===== config.mk =====
export PLATFORM = sky130hd
export DESIGN_NAME = lpht_mix
export DESIGN_NICKNAME = d
export VERILOG_FILES = /design/src/hdl/lpht_pkg.sv /design/src/hdl/lpht_mix.sv
export SDC_FILE = /design/constraint.sdc
export NUM_CORES = 2
export LEC_CHECK = 0
export BUFFER_PORTS_ARGS = -buffer_cell sky130_fd_sc_hd__buf_2
export CAP_MARGIN = 20
export CORE_ASPECT_RATIO = 0.7
export CORE_MARGIN = 2
export CORE_UTILIZATION = 45
export DETAILED_ROUTE_END_ITERATION = 6
export SYNTH_ARGS = -nofsm -noshare
export SYNTH_HDL_FRONTEND = slang
export SYNTH_SLANG_ARGS = --single-unit

===== constraint.sdc =====
create_clock -name clk -period 16.7 [get_ports clk]
set_clock_uncertainty 0.05 [all_clocks]
set_input_delay 3.34 -clock clk [delete_from_list [all_inputs] [get_ports clk]]
set_output_delay 3.34 -clock clk [all_outputs]
set_load 0.01 [all_outputs]

===== src/hdl/lpht_pkg.sv =====
// Shared constants, codes and types for the linear-probing record table.
`timescale 1ns / 1ps

package lpht_pkg;

  // Default geometry
  localparam int CAPACITY     = 1024;
  localparam int RECORD_WIDTH = 32;
  localparam int KEY_W        = 64;

  // Finalizer mix constants
  localparam logic [KEY_W-1:0] MIX_C1    = 64'hff51afd7ed558ccd;
  localparam logic [KEY_W-1:0] MIX_C2    = 64'hc4ceb9fe1a85ec53;
  localparam int               MIX_SHIFT = 33;

  // Request actions
  typedef enum logic [1:0] {
    ACT_FIND   = 2'd0,
    ACT_PUT    = 2'd1,
    ACT_REMOVE = 2'd2,
    ACT_CLEAR  = 2'd3
  } action_t;

  // Answer codes
  typedef enum logic [1:0] {
    STAT_OK        = 2'd0,
    STAT_NOT_FOUND = 2'd1,
    STAT_FULL      = 2'd2,
    STAT_RESERVED  = 2'd3
  } status_t;

endpackage


===== src/hdl/lpht_mix.sv =====
// 64-bit finalizer mix of a key, computed on one shared 32x32 multiplier.
`timescale 1ns / 1ps

module lpht_mix (
  input  logic                     clk,
  input  logic                     rst,
  input  logic                     start,
  input  logic [lpht_pkg::KEY_W-1:0] key,
  output logic                     done,
  output logic [lpht_pkg::KEY_W-1:0] mix_out
);

  typedef enum logic {
    M_IDLE,
    M_RUN
  } mix_state_t;

  // Steps of one 64x64 low-half product
  typedef enum logic [1:0] {
    P_LO,
    P_CROSS1,
    P_CROSS2,
    P_FOLD
  } phase_t;

  mix_state_t                 state;
  phase_t                     phase;
  logic                       round;
  logic [lpht_pkg::KEY_W-1:0] v;
  logic [lpht_pkg::KEY_W-1:0] prod;
  logic [lpht_pkg::KEY_W-1:0] acc;

  logic [lpht_pkg::KEY_W-1:0] coef;
  logic [31:0]                mul_a;
  logic [31:0]                mul_b;
  logic [63:0]                mul_p;
  logic [lpht_pkg::KEY_W-1:0] sum;

  // Select the partial product for this step
  always_comb begin
    coef  = round ? lpht_pkg::MIX_C2 : lpht_pkg::MIX_C1;
    mul_a = (phase == P_CROSS2) ? v[63:32] : v[31:0];
    mul_b = (phase == P_CROSS1) ? coef[63:32] : coef[31:0];
    mul_p = mul_a * mul_b;
    sum   = {acc[63:32] + prod[31:0], acc[31:0]};
  end

  assign mix_out = v;

  // Sequence: xor-shift, then two rounds of multiply and xor-shift
  always_ff @(posedge clk) begin
    if (rst) begin
      state <= M_IDLE;
      phase <= P_LO;
      round <= 1'b0;
      done  <= 1'b0;
    end else begin
      done <= (state == M_RUN) && (phase == P_FOLD) && round;
      case (state)
        M_IDLE: begin
          if (start) begin
            v     <= key ^ (key >> lpht_pkg::MIX_SHIFT);
            round <= 1'b0;
            phase <= P_LO;
            state <= M_RUN;
          end
        end
        M_RUN: begin
          prod <= mul_p;
          case (phase)
            P_LO: begin
              phase <= P_CROSS1;
            end
            P_CROSS1: begin
              acc   <= prod;
              phase <= P_CROSS2;
            end
            P_CROSS2: begin
              acc[63:32] <= acc[63:32] + prod[31:0];
              phase      <= P_FOLD;
            end
            P_FOLD: begin
              v     <= sum ^ (sum >> lpht_pkg::MIX_SHIFT);
              phase <= P_LO;
              round <= 1'b1;
              if (round) begin
                state <= M_IDLE;
              end
            end
            default: begin
              phase <= P_LO;
            end
          endcase
        end
        default: begin
          state <= M_IDLE;
        end
      endcase
    end
  end

endmodule

# Word level (Yosys, flattened, before mapping)
# Index checks and enable logic that the tools add are counted.
# op_classes
add_sub_neg	1
mul	1
eq_ne	5
mux	17
bitwise	4
n_reduce_logical	9
# ops
cell	count
$mux 64	2
$pmux 64 s2	1
$xor 64x31->64	2
$mul 32x32->64	1
$mux 32	2
$pmux 32 s2	1
$mux 62	1
$add 32x32->32	1
$reduce_and 3->1	3
$pmux 2 s4	1
$mux 1	5
$eq 2x2->1 const B	2
$pmux 1 s2	2
$pmux 2 s2	1
$reduce_and 2->1	2
$eq 2x1->1 const B	1
$logic_and 1x1->1	2
$logic_not 2->1	1
$mux 2	1
$ne 2x1->1 const B	1
$ne 2x2->1 const B	1
$not 1->1	2
$reduce_bool 2->1	1
# word_totals
ff_bits	197
output_inout_bits	65

# Logic depth before layout (Yosys ltp)
# depth
ltp_word	4
mapped_depth	36
mapped_depth_nobuf	33

# Least setup slack after synthesis
# OpenSTA, ideal clock, no wires.
# synth_timing
path_kind	register to register
startpoint	reg phase[0]
endpoint	reg prod[62] in the netlist's numbering, data pin
arrival_ns	8.552
path_slack_ns	7.835
stages_incl_launch_ff	36
synth_period_minus_slack_ns	8.865
path_cell_list	dfxtp_1 > inv_1 > ha_1 > clkbuf_1 > buf_2 > clkbuf_1 > mux2_2 > clkbuf_1 > inv_1 > nor2_1 > inv_1 > fa_1 > inv_1 > fa_1 > inv_1 > fa_1 > fa_1 > inv_1 > fa_1 > fa_1 > fa_1 > inv_1 > fa_1 > inv_1 > ha_1 > clkbuf_1 > a21o_1 > a21o_1 > a21oi_1 > o221ai_1 > a311oi_1 > o21ai_2 > a31oi_1 > o21ai_1 > a311oi_1 > xnor2_1
# synth_via
elab_chain_cells	3
# synth_rtl
element	line_no	source
start, declared	lpht_mix.sv:27	phase_t phase;
start signal, assigned	lpht_mix.sv:54	phase <= P_LO;
start signal, assigned	lpht_mix.sv:64	phase <= P_LO;
start signal, assigned	lpht_mix.sv:72	phase <= P_CROSS1;
$eq 2x2->1 or $eq 2x1->1 (tied branches)	lpht_mix.sv:42, lpht_mix.sv:43	
$mux 32 (on tied branches)	lpht_mix.sv:42, lpht_mix.sv:43	
$mul 32x32->64 *	lpht_mix.sv:44	mul_p = mul_a * mul_b;
named net mul_p[62]	lpht_mix.sv:36	logic [63:0] mul_p;
end signal, assigned	lpht_mix.sv:69	prod <= mul_p;
end, declared	lpht_mix.sv:30	logic [lpht_pkg::KEY_W-1:0] prod;
# The timed path passes the listed nets; every way through them passes the cells marked *.
# A chain may end at the register's enable or synchronous reset.

# Worst setup path after layout
# Ends and elaborated chain as after synthesis.

==> metrics <==
outcome=complete, no violations; fmax=0.09089 GHz; top cells by area, synth=fa_1 (39%), edfxtp_1 (15%), ha_1 (13%), inv_1 (9.2%), xnor2_1 (2.9%); Post-synth EDFFs=between 150 and 200; worst r2r dst=prod[62]$_DFFE_PP_; CTS root buffer=clkbuf_16; worst-margin pin slew=about 1.2 ns; num ports=about 130; fin. max-slew vios=0; Syn Area/Cell=10.04 sq um; Cell Count Post-Placement=between 5000 and 6000; Critical Path Max Stage Delay=around 1 ns; CP Data Arrival Time=between 10 and 15 ns; clk buf depth=3; Iter 0 DRT Violations=3039; final setup margin=5.697 ns; Post-CTS Hold Buffers=0; CP required=about 17 ns; layout net count=~5300; Synth top cells by count=inv_1 (964), fa_1 (769), ha_1 (399), nor2_1 (281), nand2_1 (210); top cell type by total area after synthesis=fa_1; largest net degree at the start of global routing=just over 80; Post-CTS Resized=0; wire per inst=between 20 and 25 um; fin crit period=11.00 ns; area grow syn2layout=6.925%; Placement Rows=90; RR Startpoint=phase[0]$_SDFFE_PP0P_; final hold vios=0; largest fanout on the critical path=37; fin cells=between 5000 and 6000; Startpoint Class=flip-flop; Slew HR=roughly a fifth; Worst R2R Path Depth=30; DRC viols=0; crit end category=flip-flop; Routed Antenna Nets=0; share of the synthesized area in the top cell type=just under 40%; TritonCTS buffer count=25; Hold Crit Depth=0; routed wire length=approximately 130000 um; grt ovf=0; met3 usage=a little under an eighth; Yosys warning total=0; Hold Crit Class=flip-flop to flip-flop; antenna fix cells=0; post-synth design cell area=~0.04 sq mm; clock sinks=slightly below 200; period utilization=65.88%; CTS H-tree depth=4; Post-Syn Nets=roughly 5200; layout cells sized above 1=around 8%; min-delay src=prod[23]$_DFFE_PP_; PortBufs=131; clock slew at reported path FFs=about 0.07 ns; M1 GR Usage=a little over two fifths; #FFs+latches synth=about 200; synth unique cells=67; Most common cell on crit path=fa_1; GRT Total Usage=roughly 29%; die width=around 360 um; DIE HEIGHT=about 250 um; Setup WS pre-CTS=5.805 ns; fillers=just over 8000; RSZ-0062 raised after global routing=no; RD Place Congestion=about 1.0; CTS tree=built; Post-Syn Instances=slightly below 4000; Max-Cap Viols=0; Clk Latency, worst-skew pair=0.51 ns; hold endpoint=acc[23]$_DFFE_PP_; core area=a little under 0.09 sq mm; async set or reset register ratio after synthesis=0%; vias=27934; DR vias/cell=5.393; setup TNS=0 ns; Slowest-stage cell, CP=mux2i_1; final setup vio count=0; critical path class=flip-flop to flip-flop; grt met2 use=37.77%; predominant post-synthesis flop cell=edfxtp_1; GRT busiest layer=met1; count leader, synth=inv_1; Initial Utilization=~46%; sequential cell area fraction in the yosys report=14.86%; Reg2Reg Setup Slack=between 5 and 6 ns; post-CTS setup buffer count=0; post-DP HPWL=between 100000 and 150000 um; initial antenna violation count=11; Pre-antenna DRT Iters=6; first-pass GRT wire length=roughly 190000 um; die area=0.09015 sq mm; vias in the first global route=around 29000
[layer usage]
layer	up-vias	routed length, um
met3	173	16830
met5	-	13
met4	2	5278
met1	14041	55730
li1	12332	-
met2	1386	49210
[how the worst max path moves through the flow]
| stage | from | endpoint | cells after the start |
|---|---|---|---|
| global route | phase[0]$_SDFFE_PP0P_ | prod[62]$_DFFE_PP_ | 30 |
| CTS | phase[0]$_SDFFE_PP0P_ | prod[62]$_DFFE_PP_ | 30 |
| finish | phase[0]$_SDFFE_PP0P_ | prod[62]$_DFFE_PP_ | 30 |
| detailed placement | phase[0]$_SDFFE_PP0P_ | prod[62]$_DFFE_PP_ | 30 |
| global placement | phase[0]$_SDFFE_PP0P_ | prod[62]$_DFFE_PP_ | 29 |
| floorplan | phase[0]$_SDFFE_PP0P_ | prod[62]$_DFFE_PP_ | 35 |
[cells in the final DEF (no fill, tap or decap), drive strengths merged, types with 26 or more instances in the layout]
cell    netlist  final
a21oi       165    165
nor3         28     28
o21ai        63     63
and2         40     40
nand2       210    210
fa          769    769
xnor2       130    130
xor2         96     96
nand2b       56     56
mux2         69     69
a21o         90     90
ha          399    399
nor2        282    282
inv         965    965
or2          26     26
edfxtp      192    192
clkbuf       97     27
buf           8    169
[final cells by class]
type                            instances  area [sq um]  share of cell area [%]
Multi-Input combinational cell       2653         29590                   70.09
Clock inverter                          6         62.56                  0.1482
Clock buffer                           27         633.1                   1.500
Sequential cell                       197          5871                   13.91
Timing Repair Buffer                  169         948.4                   2.247
Tap cell                             1150          1439                   3.409
Inverter                              978          3671                   8.697
[cell families after synthesis]
| group | share of synthesized area [%] |
|---|---|
| mux | 2.551 |
| xor+xnor | 5.014 |
| flops | 14.86 |
| buf+inv | 10.31 |
| simple gates | 8.507 |
| other cells | 0.009499 |
| compound gates | 6.830 |
| fa+ha+maj | 51.92 |
[critical path, delay by kind of cell (launching register included)]
| kind | cells | cell delay, ns |
|---|---|---|
| and+or+nand+nor | 1 | 0.29 |
| xor gates and xnor gates | 1 | 0.10 |
| DFF | 1 | 0.34 |
| muxes | 1 | 1.01 |
| AOI/OAI and AO/OA | 9 | 2.07 |
| buffers and inverters | 8 | 1.83 |
| adders and majority gates | 10 | 5.00 |
[state kept, by name, indices dropped and copies added, names as in the netlist]
name,flops
phase,2
state,1
prod,64
round,1
mix_out,64
done,1
acc,64
[per-stage QoR]
step	instance area [sq um]	hold WS (ns)	utilization [%]
final	42210	0.4302	48.81
after global routing	42210	0.4398	48.81
after CTS	42210	0.4288	48.81
after detailed placement	41520	0.4157	48.00
after global placement	41490	0.4247	47.98
after floorplan	39480	0.3834	-
Power is not shown: default switching activity piles up to over one toggle a cycle in this logic, so the estimate is an artifact.
